$ cat config.mk
export PLATFORM = sky130hd
export DESIGN_NAME = rgba8_alpha_over_blend_flat
export DESIGN_NICKNAME = d
export VERILOG_FILES = /design/src/sv/rgbaob_pkg.sv /design/src/sv/rgbaob_in_if.sv /design/src/sv/rgbaob_out_if.sv /design/src/sv/rgbaob_prep.sv /design/src/sv/rgbaob_div.sv /design/src/sv/rgbaob_mix.sv /design/src/sv/rgba8_alpha_over_blend.sv /design/src/flat_wrapper.sv
export SDC_FILE = /design/constraint.sdc
export NUM_CORES = 2
export LEC_CHECK = 0
export BUFFER_PORTS_ARGS = -buffer_cell sky130_fd_sc_hd__buf_4
export CELL_PAD_IN_SITES_DETAIL_PLACEMENT = 2
export CELL_PAD_IN_SITES_GLOBAL_PLACEMENT = 2
export CORE_MARGIN = 2
export CORE_UTILIZATION = 43
export CTS_CLUSTER_DIAMETER = 60
export DETAILED_ROUTE_END_ITERATION = 8
export GPL_TIMING_DRIVEN = 0
export PLACE_DENSITY = 0.85
export SETUP_SLACK_MARGIN = 0.05
export SLEW_MARGIN = 20
export SYNTH_ARGS = -nofsm -noshare
export SYNTH_HDL_FRONTEND = slang
export SYNTH_SLANG_ARGS = --single-unit
export TNS_END_PERCENT = 5
$ cat constraint.sdc
create_clock -name i_clk -period 33.7 [get_ports i_clk]
set_input_delay 6.74 -clock i_clk [delete_from_list [all_inputs] [get_ports i_clk]]
set_output_delay 6.74 -clock i_clk [all_outputs]
set_load 0.1 [all_outputs]
$ cat src/sv/rgbaob_pkg.sv
// Package with types, constants and helper functions of the alpha-over blend.
package rgbaob_pkg;

    localparam int unsigned NUM_CH      = 4;
    localparam int unsigned QBITS       = 8;
    localparam int unsigned DIV_STEPS   = 2;
    localparam int unsigned DIV_STAGES  = QBITS / DIV_STEPS;
    // Two front stages, the quotient stages and two back stages.
    localparam int unsigned PIPE_DEPTH  = DIV_STAGES + 4;

    localparam int unsigned CFG_IDX_W   = 1;
    localparam int unsigned CFG_DATA_W  = 9;

    localparam logic [7:0] FULL_BYTE    = 8'hFF;
    localparam logic [8:0] OPACITY_ONE  = 9'd256;
    localparam logic [1:0] APOS_RESET   = 2'd3;

    typedef enum logic [CFG_IDX_W-1:0] {
        CFG_OPACITY = 1'b0,
        CFG_APOS    = 1'b1
    } t_cfg_idx;

    typedef logic [7:0]                t_byte;
    typedef logic [NUM_CH-1:0][7:0]    t_px;
    typedef logic [NUM_CH-1:0][8:0]    t_td;

    typedef struct packed {
        logic [8:0] opacity;
        logic [1:0] apos;
    } t_cfg;

    // Front stages to quotient stages.
    typedef struct packed {
        logic [15:0] dvd;
        t_byte       ua;
        t_td         td;
        t_px         back;
    } t_prep;

    // One quotient stage, carrying the pixel data along.
    typedef struct packed {
        logic [15:0] rem;
        t_byte       q;
        logic        zero;
        logic        ovf;
        t_byte       ua;
        t_td         td;
        t_px         back;
    } t_div;

    // Rounding divide by 255: (v + 1 + (v >> 8)) >> 8 with 16-bit saturation.
    function automatic t_byte down8(input logic [15:0] v);
        logic [16:0] s1;
        logic [15:0] a1;
        logic [16:0] s2;
        logic [15:0] a2;
        s1 = {1'b0, v} + 17'd1;
        a1 = s1[16] ? 16'hFFFF : s1[15:0];
        s2 = {1'b0, a1} + {9'd0, v[15:8]};
        a2 = s2[16] ? 16'hFFFF : s2[15:0];
        return a2[15:8];
    endfunction

    // Clamp a 9-bit value to one byte.
    function automatic t_byte sat8(input logic [8:0] v);
        return v[8] ? FULL_BYTE : v[7:0];
    endfunction

endpackage

$ cat src/sv/rgbaob_in_if.sv
// Input channel: one source and one backdrop pixel per item.
interface rgbaob_in_if;
    logic       valid;
    logic       ready;
    logic [7:0] src_ch0;
    logic [7:0] src_ch1;
    logic [7:0] src_ch2;
    logic [7:0] src_ch3;
    logic [7:0] back_ch0;
    logic [7:0] back_ch1;
    logic [7:0] back_ch2;
    logic [7:0] back_ch3;

    modport source (
        output valid, src_ch0, src_ch1, src_ch2, src_ch3,
        output back_ch0, back_ch1, back_ch2, back_ch3,
        input  ready
    );
    modport sink (
        input  valid, src_ch0, src_ch1, src_ch2, src_ch3,
        input  back_ch0, back_ch1, back_ch2, back_ch3,
        output ready
    );
endinterface

$ cat src/sv/rgbaob_out_if.sv
// Output channel: one blended pixel per item.
interface rgbaob_out_if;
    logic       valid;
    logic       ready;
    logic [7:0] out_ch0;
    logic [7:0] out_ch1;
    logic [7:0] out_ch2;
    logic [7:0] out_ch3;

    modport source (
        output valid, out_ch0, out_ch1, out_ch2, out_ch3,
        input  ready
    );
    modport sink (
        input  valid, out_ch0, out_ch1, out_ch2, out_ch3,
        output ready
    );
endinterface

$ cat src/sv/rgbaob_prep.sv
// Front two stages: scaled source alpha, premix terms, union alpha and dividend.
module rgbaob_prep import rgbaob_pkg::*; (
    input  logic  i_clk,
    input  logic  i_en,
    input  t_cfg  i_cfg,
    input  t_px   i_src,
    input  t_px   i_back,
    output t_prep o_prep
);

    typedef struct packed {
        t_byte                      as;
        t_byte                      ab;
        logic [NUM_CH-1:0][15:0]    p_hi;
        logic [NUM_CH-1:0][15:0]    p_lo;
        t_px                        back;
    } t_s1;

    t_s1   n_s1, r_s1;
    t_prep n_s2, r_s2;

    // Stage one: opacity scaling and the two source products per byte.
    always_comb begin
        logic [8:0]  op;
        logic [16:0] as_prod;
        op      = i_cfg.opacity[8] ? OPACITY_ONE : i_cfg.opacity;
        as_prod = 17'(i_src[i_cfg.apos]) * 17'(op);
        n_s1.as   = as_prod[15:8];
        n_s1.ab   = i_back[i_cfg.apos];
        n_s1.back = i_back;
        for (int k = 0; k < NUM_CH; k++) begin
            n_s1.p_hi[k] = 16'(i_back[i_cfg.apos]) * 16'(i_src[k]);
            n_s1.p_lo[k] = 16'(FULL_BYTE - i_back[i_cfg.apos]) * 16'(i_src[k]);
        end
    end

    always_ff @(posedge i_clk) begin
        if (i_en) begin
            r_s1 <= n_s1;
        end
    end

    // Stage two: union alpha, premixed source per byte, and as*255.
    always_comb begin
        logic [15:0] pab;
        t_byte       d;
        logic [8:0]  sum;
        logic [8:0]  diff;
        pab  = 16'(r_s1.as) * 16'(r_s1.ab);
        d    = down8(pab);
        sum  = {1'b0, r_s1.as} + {1'b0, r_s1.ab};
        diff = sum - {1'b0, d};
        n_s2.ua   = (sum < {1'b0, d}) ? FULL_BYTE : sat8(diff);
        n_s2.dvd  = {r_s1.as, 8'd0} - {8'd0, r_s1.as};
        n_s2.back = r_s1.back;
        for (int k = 0; k < NUM_CH; k++) begin
            n_s2.td[k] = {1'b0, down8(r_s1.p_hi[k])} + {1'b0, down8(r_s1.p_lo[k])};
        end
    end

    always_ff @(posedge i_clk) begin
        if (i_en) begin
            r_s2 <= n_s2;
        end
    end

    assign o_prep = r_s2;

endmodule

$ cat src/sv/rgbaob_div.sv
// Pipelined restoring divider for the source weight, two quotient bits a stage.
module rgbaob_div import rgbaob_pkg::*; (
    input  logic  i_clk,
    input  logic  i_en,
    input  t_prep i_prep,
    output t_div  o_div
);

    t_div stage_in [DIV_STAGES];
    t_div n_div    [DIV_STAGES];
    t_div r_div    [DIV_STAGES];

    // First stage starts from the dividend and flags the special cases.
    always_comb begin
        stage_in[0].rem  = i_prep.dvd;
        stage_in[0].q    = '0;
        stage_in[0].zero = (i_prep.ua == 8'd0);
        stage_in[0].ovf  = (i_prep.dvd >= {i_prep.ua, 8'd0});
        stage_in[0].ua   = i_prep.ua;
        stage_in[0].td   = i_prep.td;
        stage_in[0].back = i_prep.back;
    end

    for (genvar j = 1; j < DIV_STAGES; j++) begin : g_link
        assign stage_in[j] = r_div[j-1];
    end

    // Each stage tries the divisor shifted to its quotient bits, high bit first.
    for (genvar j = 0; j < DIV_STAGES; j++) begin : g_stage
        always_comb begin
            logic [15:0] trial;
            n_div[j] = stage_in[j];
            for (int t = 0; t < DIV_STEPS; t++) begin
                trial = {8'd0, stage_in[j].ua} << (QBITS - 1 - (j * DIV_STEPS + t));
                if (n_div[j].rem >= trial) begin
                    n_div[j].rem = n_div[j].rem - trial;
                    n_div[j].q[QBITS - 1 - (j * DIV_STEPS + t)] = 1'b1;
                end
            end
        end
    end

    always_ff @(posedge i_clk) begin
        if (i_en) begin
            r_div <= n_div;
        end
    end

    assign o_div = r_div[DIV_STAGES-1];

endmodule

$ cat src/sv/rgbaob_mix.sv
// Back two stages: weighted products, rounding, saturation and alpha insertion.
module rgbaob_mix import rgbaob_pkg::*; (
    input  logic i_clk,
    input  logic i_en,
    input  t_cfg i_cfg,
    input  t_div i_div,
    output t_px  o_px
);

    typedef struct packed {
        logic [NUM_CH-1:0][15:0] pa;
        logic [NUM_CH-1:0][16:0] pe;
        t_byte                   ua;
    } t_s7;

    t_s7 n_s7, r_s7;
    t_px n_out, r_out;

    // Resolve the weight, then multiply backdrop and premixed source.
    always_comb begin
        t_byte w;
        if (i_div.zero) begin
            w = 8'd0;
        end else if (i_div.ovf) begin
            w = FULL_BYTE;
        end else begin
            w = i_div.q;
        end
        n_s7.ua = i_div.ua;
        for (int k = 0; k < NUM_CH; k++) begin
            n_s7.pa[k] = 16'(FULL_BYTE - w) * 16'(i_div.back[k]);
            n_s7.pe[k] = 17'(w) * 17'(i_div.td[k]);
        end
    end

    always_ff @(posedge i_clk) begin
        if (i_en) begin
            r_s7 <= n_s7;
        end
    end

    // Round both terms, add with saturation, and put the union alpha in place.
    always_comb begin
        logic [8:0] r;
        for (int k = 0; k < NUM_CH; k++) begin
            r = {1'b0, down8(r_s7.pa[k])} + {1'b0, down8(r_s7.pe[k][15:0])};
            n_out[k] = sat8(r);
        end
        n_out[i_cfg.apos] = r_s7.ua;
    end

    always_ff @(posedge i_clk) begin
        if (i_en) begin
            r_out <= n_out;
        end
    end

    assign o_px = r_out;

endmodule

$ cat src/sv/rgba8_alpha_over_blend.sv
// Top level of the RGBA8 source-over blend pipeline.
// Blends one source pixel over one backdrop pixel and accepts a new item every
// clock cycle while the output side takes results. Two front stages form the
// scaled alpha and union alpha, four stages of the restoring divider produce
// two weight bits each, and two back stages mix, round and saturate. The whole
// pipeline advances together; it holds only while a finished item waits at the
// output, so the input is ready whenever the output register is empty or being
// read. The user must write opacity and alpha position through the configuration
// port only while no item is in flight; the block does not enforce this.
module rgba8_alpha_over_blend import rgbaob_pkg::*; (
    input  logic                  i_clk,
    input  logic                  i_rst_n,
    rgbaob_in_if.sink             i_pix,
    rgbaob_out_if.source          o_pix,
    input  logic                  i_cfg_we,
    input  logic [CFG_IDX_W-1:0]  i_cfg_idx,
    input  logic [CFG_DATA_W-1:0] i_cfg_wdata
);

    t_cfg                  r_cfg;
    logic [PIPE_DEPTH-1:0] r_vld;
    logic                  en;
    t_px                   src;
    t_px                   back;
    t_prep                 prep;
    t_div                  div_out;
    t_px                   px_out;

    // Configuration registers.
    always_ff @(posedge i_clk) begin
        if (!i_rst_n) begin
            r_cfg.opacity <= OPACITY_ONE;
            r_cfg.apos    <= APOS_RESET;
        end else if (i_cfg_we) begin
            unique case (t_cfg_idx'(i_cfg_idx))
                CFG_OPACITY: r_cfg.opacity <= i_cfg_wdata;
                CFG_APOS:    r_cfg.apos    <= i_cfg_wdata[1:0];
                default:     r_cfg         <= r_cfg;
            endcase
        end
    end

    // The pipeline moves whenever the output register is free or being taken.
    assign en          = !r_vld[PIPE_DEPTH-1] || o_pix.ready;
    assign i_pix.ready = en;

    // Valid bits travel alongside the data stages.
    always_ff @(posedge i_clk) begin
        if (!i_rst_n) begin
            r_vld <= '0;
        end else if (en) begin
            r_vld <= {r_vld[PIPE_DEPTH-2:0], i_pix.valid};
        end
    end

    assign src  = {i_pix.src_ch3, i_pix.src_ch2, i_pix.src_ch1, i_pix.src_ch0};
    assign back = {i_pix.back_ch3, i_pix.back_ch2, i_pix.back_ch1, i_pix.back_ch0};

    rgbaob_prep u_prep (
        .i_clk  (i_clk),
        .i_en   (en),
        .i_cfg  (r_cfg),
        .i_src  (src),
        .i_back (back),
        .o_prep (prep)
    );

    rgbaob_div u_div (
        .i_clk  (i_clk),
        .i_en   (en),
        .i_prep (prep),
        .o_div  (div_out)
    );

    rgbaob_mix u_mix (
        .i_clk (i_clk),
        .i_en  (en),
        .i_cfg (r_cfg),
        .i_div (div_out),
        .o_px  (px_out)
    );

    assign o_pix.valid   = r_vld[PIPE_DEPTH-1];
    assign o_pix.out_ch0 = px_out[0];
    assign o_pix.out_ch1 = px_out[1];
    assign o_pix.out_ch2 = px_out[2];
    assign o_pix.out_ch3 = px_out[3];

endmodule

$ cat src/flat_wrapper.sv
// flat-port wrapper written by rule: the top's interface ports become plain ports
module rgba8_alpha_over_blend_flat import rgbaob_pkg::*;
  (i_clk, i_rst_n, i_cfg_we, i_cfg_idx, i_cfg_wdata, i_pix_valid, i_pix_src_ch0, i_pix_src_ch1, i_pix_src_ch2, i_pix_src_ch3, i_pix_back_ch0, i_pix_back_ch1, i_pix_back_ch2, i_pix_back_ch3, i_pix_ready, o_pix_valid, o_pix_out_ch0, o_pix_out_ch1, o_pix_out_ch2, o_pix_out_ch3, o_pix_ready);
  rgbaob_in_if i_pix_i ();
  rgbaob_out_if o_pix_i ();
  input  logic i_clk;
  input  logic i_rst_n;
  input  logic i_cfg_we;
  input  logic [CFG_IDX_W-1:0] i_cfg_idx;
  input  logic [CFG_DATA_W-1:0] i_cfg_wdata;
  input wire logic [$bits(i_pix_i.valid)-1:0] i_pix_valid;
  input wire logic [$bits(i_pix_i.src_ch0)-1:0] i_pix_src_ch0;
  input wire logic [$bits(i_pix_i.src_ch1)-1:0] i_pix_src_ch1;
  input wire logic [$bits(i_pix_i.src_ch2)-1:0] i_pix_src_ch2;
  input wire logic [$bits(i_pix_i.src_ch3)-1:0] i_pix_src_ch3;
  input wire logic [$bits(i_pix_i.back_ch0)-1:0] i_pix_back_ch0;
  input wire logic [$bits(i_pix_i.back_ch1)-1:0] i_pix_back_ch1;
  input wire logic [$bits(i_pix_i.back_ch2)-1:0] i_pix_back_ch2;
  input wire logic [$bits(i_pix_i.back_ch3)-1:0] i_pix_back_ch3;
  output wire logic [$bits(i_pix_i.ready)-1:0] i_pix_ready;
  output wire logic [$bits(o_pix_i.valid)-1:0] o_pix_valid;
  output wire logic [$bits(o_pix_i.out_ch0)-1:0] o_pix_out_ch0;
  output wire logic [$bits(o_pix_i.out_ch1)-1:0] o_pix_out_ch1;
  output wire logic [$bits(o_pix_i.out_ch2)-1:0] o_pix_out_ch2;
  output wire logic [$bits(o_pix_i.out_ch3)-1:0] o_pix_out_ch3;
  input wire logic [$bits(o_pix_i.ready)-1:0] o_pix_ready;
  assign i_pix_i.valid = i_pix_valid;
  assign i_pix_i.src_ch0 = i_pix_src_ch0;
  assign i_pix_i.src_ch1 = i_pix_src_ch1;
  assign i_pix_i.src_ch2 = i_pix_src_ch2;
  assign i_pix_i.src_ch3 = i_pix_src_ch3;
  assign i_pix_i.back_ch0 = i_pix_back_ch0;
  assign i_pix_i.back_ch1 = i_pix_back_ch1;
  assign i_pix_i.back_ch2 = i_pix_back_ch2;
  assign i_pix_i.back_ch3 = i_pix_back_ch3;
  assign i_pix_ready = i_pix_i.ready;
  assign o_pix_valid = o_pix_i.valid;
  assign o_pix_out_ch0 = o_pix_i.out_ch0;
  assign o_pix_out_ch1 = o_pix_i.out_ch1;
  assign o_pix_out_ch2 = o_pix_i.out_ch2;
  assign o_pix_out_ch3 = o_pix_i.out_ch3;
  assign o_pix_i.ready = o_pix_ready;
  rgba8_alpha_over_blend u_core (.i_clk(i_clk), .i_rst_n(i_rst_n), .i_pix(i_pix_i), .o_pix(o_pix_i), .i_cfg_we(i_cfg_we), .i_cfg_idx(i_cfg_idx), .i_cfg_wdata(i_cfg_wdata));
endmodule
# After elaboration in Yosys (flattened, before gate mapping)
# Index checks and enable logic that the tools add are counted.
[totals] inputBits=79 out_inout_bits=34 ff_bits=835 word_cells=245
[classes] bitwise_logic=1 n_mul=18 reduce_logical=7 order_cmp=12 addsub=54 mux=56
[ops] op="$mux 16" n=40
[ops] op="$add 16x1->17 const B" n=17
[ops] op="$add 16x8->17" n=17
[ops] op="$mul 16x8->16" n=7
[ops] op="$add 8x8->9" n=9
[ops] op="$mul 8x8->16" n=5
[ops] op="$mul 8x9->16" n=5
[ops] op="$mux 8" n=9
[ops] op="$bmux 8 s2" n=2
[ops] op="$bwmux 32" n=1
[ops] op="$sub 8x8->9 const A" n=2
[ops] op="$mux 17" n=1
[ops] op="$demux 8 s2" n=1
[ops] op="$ge 16x10->1" n=1
[ops] op="$ge 16x11->1" n=1
[ops] op="$ge 16x12->1" n=1
[ops] op="$ge 16x13->1" n=1
[ops] op="$ge 16x14->1" n=1
[ops] op="$ge 16x15->1" n=1
[ops] op="$ge 16x16->1" n=1
[ops] op="$ge 16x8->1" n=1
[ops] op="$ge 16x9->1" n=1
[ops] op="$mul 9x9->16" n=1
[ops] op="$sub 16x10->16" n=1
[ops] op="other kinds (20)" n=21

# Longest topological paths before layout
[logic_depth] ltp_word=7 depth_mapped=44 depth_no_buf=41

# By module
# From an unflattened synthesis, not the netlist that was laid out.
[unflattened] cells_unflattened=8595 hier_area_um2=85172.9
[by_module_without_submodules] module="rgbaob_prep" seq_area_each_um2=8047.7 cells_each=4002 instances=1 area_per_inst_um2=36996.7
[by_module_without_submodules] module="rgbaob_mix" seq_area_each_um2=5044.8 cells_each=3334 instances=1 area_per_inst_um2=29864.9
[by_module_without_submodules] module="rgbaob_div" seq_area_each_um2=11891.4 cells_each=1182 instances=1 area_per_inst_um2=17545.6
[by_module_without_submodules] module="rgba8_alpha_over_blend" seq_area_each_um2=380.4 cells_each=77 instances=1 area_per_inst_um2=765.7

# Worst setup path before layout
# Ideal clock, no wire load.
[synth_timing] path_type="input -> output" from="in o_pix_ready" to="out i_pix_ready" t_arrival_ps=22497 n_path_buf=1 stages=3 t_required_ps=26960 path_slack_ps=4463 cell_sequence="nor2b_1 -> clkbuf_1 -> clkinv_1"
[synth_via] elab_chain_cells=1
[synth_lines] element="start: declaration" line_no="flat_wrapper.sv:26" text="input wire logic [$bits(o_pix_i.ready)-1:0] o_pix_ready;"
[synth_lines] element="$logic_or 1x1->1" line_no="rgba8_alpha_over_blend.sv:44" text="assign en = !r_vld[PIPE_DEPTH-1] || o_pix.ready;"
[synth_lines] element="end: declaration" line_no="flat_wrapper.sv:20" text="output wire logic [$bits(i_pix_i.ready)-1:0] i_pix_ready;"
# Every way passes these cells.

# Final worst setup path
# Ends and elaborated chain as after synthesis.

==> metrics.md <==
| Metric | Value |
|---|---|
| Status | `finished, final reports clean` |
| Overall Global Routing Usage | `around a third` |
| Yosys top cell area share | `30.1%` |
| Post-synthesis sequential area ratio | `a little under a third` |
| Crit path max-delay family | `buffers and inverters` |
| Postcts setup bufs | `0` |
| Crit-path most repeated cell | `buf_4` |
| Fin crit share | `around 44%` |
| Syn_nets | `approximately 10000` |
| Worst Path Required | `26960 ps` |
| RSZ-0062 raised after global routing | `false` |
| Layout Cells excl Fill | `11083` |
| Mapped Cells | `8243` |
| Longest Clk Path Bufs | `3` |
| Initial antenna violation count | `25` |
| Clock insertion delay at the later pin of the skew report | `~840 ps` |
| Worst-path fanout max | `28` |
| FFs w/ async S/R, synth | `0%` |
| Slew @ Worst Pin | `approximately 1200 ps` |
| Endpoints failing setup | `0` |
| Hold_buf cts | `0` |
| HP Class | `reg2reg` |
| Cell Area, Synth | `roughly 82000 um^2` |
| Post-Route Utilization | `47.8%` |
| Number of library cell types mapped by synthesis | `96` |
| Residual DRC count | `0` |
| Clock skew | `between 100 and 150 ps` |
| Dpl cells | `roughly 11000` |
| Slew margin rel. | `~17%` |
| Vias in the first global route | `around 78000` |
| Setup WS pre-CTS | `18840 ps` |
| Tmin final | `14880 ps` |
| CP Launch Type | `input port` |
| Post-DR vias/cell | `6.02` |
| Number of routed nets with antenna violations | `0` |
| Area of the multi-input gates | `just over 50000 um^2` |
| Area of the core | `roughly 190000 um^2` |
| WL/cell | `~31 um` |
| Die width | `439 um` |
| Syn. warnings | `0` |
| Dpl hpwl | `238 mm` |
| Root Buffer | `clkbuf_16` |
| Cell with the most instances after synthesis | `inv_1` |
| Share of post-route cells with drive strength above 1 | `5.11%` |
| Port bufs | `about 110` |
| Sequential Area | `24900 um^2` |
| Vias | `roughly 67000` |
| Clock transition at path regs | `70 ps` |
| Num CTS Buffers | `roughly 110` |
| Total number of H-tree levels | `3` |
| Most common flop cell mapped by yosys | `edfxtp_1` |
| Synth Register Bits | `between 800 and 900` |
| Worst setup EP type | `output pin` |
| Slew Limit Fails | `0` |
| Leading area contributor after synthesis | `edfxtp_1` |
| Clock Sinks | `835` |
| Cts repair resizes | `0` |
| Detailed Route Iter0 Violations | `4400` |
| Post-Route WL | `342 mm` |
| Hold Fails Final Rpt | `0` |
| WP buf/inv | `4` |
| Final net count | `around 10000` |
| Top cells by count, synth | `1089 x inv_1, 935 x nand2_1, 931 x ha_1, 816 x edfxtp_1, 690 x fa_1` |
| Number of max-cap violations | `0` |
| Synth top area cells | `edfxtp_1 30%, fa_1 17%, ha_1 14%, inv_1 5.0%, and2_1 5.0%` |
| # fillers | `between 15000 and 20000` |
| Worst EP arrival | `slightly above 8000 ps` |
| Critical Path Slowest Stage Cell | `clkbuf_1` |
| CP peak stage delay | `about 410 ps` |
| Layout area overhead | `10.2%` |
| Die area | `between 150000 and 200000 um^2` |
| Initial Util | `43.4%` |
| CTS tree | `done` |
| Row count | `roughly 160` |
| First-pass GRT wire length | `512 mm` |
| Crit-path cells | `buf_4 > nor2b_1 > clkbuf_1 > clkinv_4 > buf_4` |
| Fmax | `67.2 MHz` |
| Crit Path Class | `in2out` |
| Largest net degree at the start of global routing | `94` |
| Post-Synthesis Mean Instance Area | `roughly 9.9 um^2` |
| Grt total ovfl | `0` |
| Io pins | `between 100 and 150` |
| Detailed-router iteration count before antenna repair | `8` |
| Setup ws final | `between 15000 and 20000 ps` |
| Die H | `439 um` |
| GP Congestion | `between 0.8 and 0.9` |
| Post-synth EDFFs | `around 820` |
final timing paths:
check	startpoint	endpoint	slack (ps)	cells past startpoint
worst max-delay path	o_pix_ready	i_pix_ready	18820	5
worst min register to register	u_core.u_prep.o_prep[50]$_DFFE_PP_	u_core.u_div.n_div[254]$_DFFE_PP_	370	0
worst min-delay path	u_core.u_prep.o_prep[50]$_DFFE_PP_	u_core.u_div.n_div[254]$_DFFE_PP_	370	0
worst max register to register	u_core.u_prep.r_s1[168]$_DFFE_PP_	u_core.u_prep.o_prep[70]$_SDFFCE_PP1P_	21970	40
sequential cells by signal, summed over array words and instances (netlist names):
name                           cells
u_core.u_prep.o_prep              92
u_core.u_div.g_stage.$2.trial     24
u_core.u_prep.n_s2                32
u_core.u_mix.o_px                 32
u_core.u_div.n_div               222
u_core.u_prep.r_s1               144
u_core.u_div.o_div                86
u_core.r_cfg                      11
u_core.r_vld                       8
u_core.u_mix.r_s7                136
u_core.u_div.r_div                48
cell usage in the layout, fill, tap and decap left out, types with 31 or more instances in the layout:
cell type and instances:
inv_1 1089, nand2_1 935, ha_1 931, edfxtp_1 816, fa_1 690, and2_1 650
nor2_1 446, xnor2_1 323, a21oi_1 308, o21ai_0 273, clkbuf_1 220, xor2_1 155
nand3_1 153, nor2b_1 140, clkbuf_16 113, buf_4 112, a21o_1 107, nand2b_1 96
nor3_1 96, nand4_1 66, mux2i_1 62, and3_1 59, o21a_1 56, a21boi_0 46
or2_2 40, mux2_2 35, or3_1 34, a31oi_1 34, o21bai_1 31
area by class of cell:
type / instances / area share, %
clock buffer: 130 / 3.22
multi-input combinational: 6098 / 57.6
sequential: 835 / 27.7
clock inverter: 73 / 1.08
tap: 2495 / 3.47
timing repair buffer: 130 / 1.42
inverter: 1091 / 4.56
antenna: 12 / 0.0334
buffer: 219 / 0.937
cell families after synthesis:
kind of cell    share of synthesized area, %
simple gates                            17.4
flops                                   30.5
mux                                     1.44
xor+xnor                                5.14
buf+inv                                 6.05
compound gates                          8.17
fa+ha+maj                               31.2
worst reg2reg max path: cells and delay by family, from the launching register on:
kind | cells | cell delay (ps)
XOR/XNOR | 1 | 600
AND/OR/NAND/NOR | 10 | 2310
adder cells (fa/ha/maj) | 8 | 3310
flip-flops | 1 | 530
buffers and inverters | 6 | 1140
AO/OA/AOI/OAI | 15 | 3540
stage by stage:
| step | setup TNS, ps | hold slack (ps) | cell area [um^2] |
|---|---|---|---|
| after global routing | 0 | 376 | 89800 |
| after global placement | -2343550 | 400 | 85500 |
| final | 0 | 369 | 89900 |
| after floorplan | 0 | 400 | 81500 |
| after CTS | 0 | 366 | 89800 |
| after detailed placement | 0 | 406 | 85900 |
layer usage:
layer | up-vias | wire length [um] | GRT usage (%) | part of all wire, %
li1 | 28046 | - | - | -
met1 | 34355 | 120000 | 36.9 | 35
met2 | 2833 | 173000 | 63.0 | 51
met3 | 1506 | 18700 | 6.11 | 5.5
met4 | 16 | 30600 | 26.9 | 8.9
met5 | - | 115 | 0 | 0.034
Power is left out: the tool's default activity adds up to more than one toggle a clock period on the data nets, which glitch-free logic cannot reach.
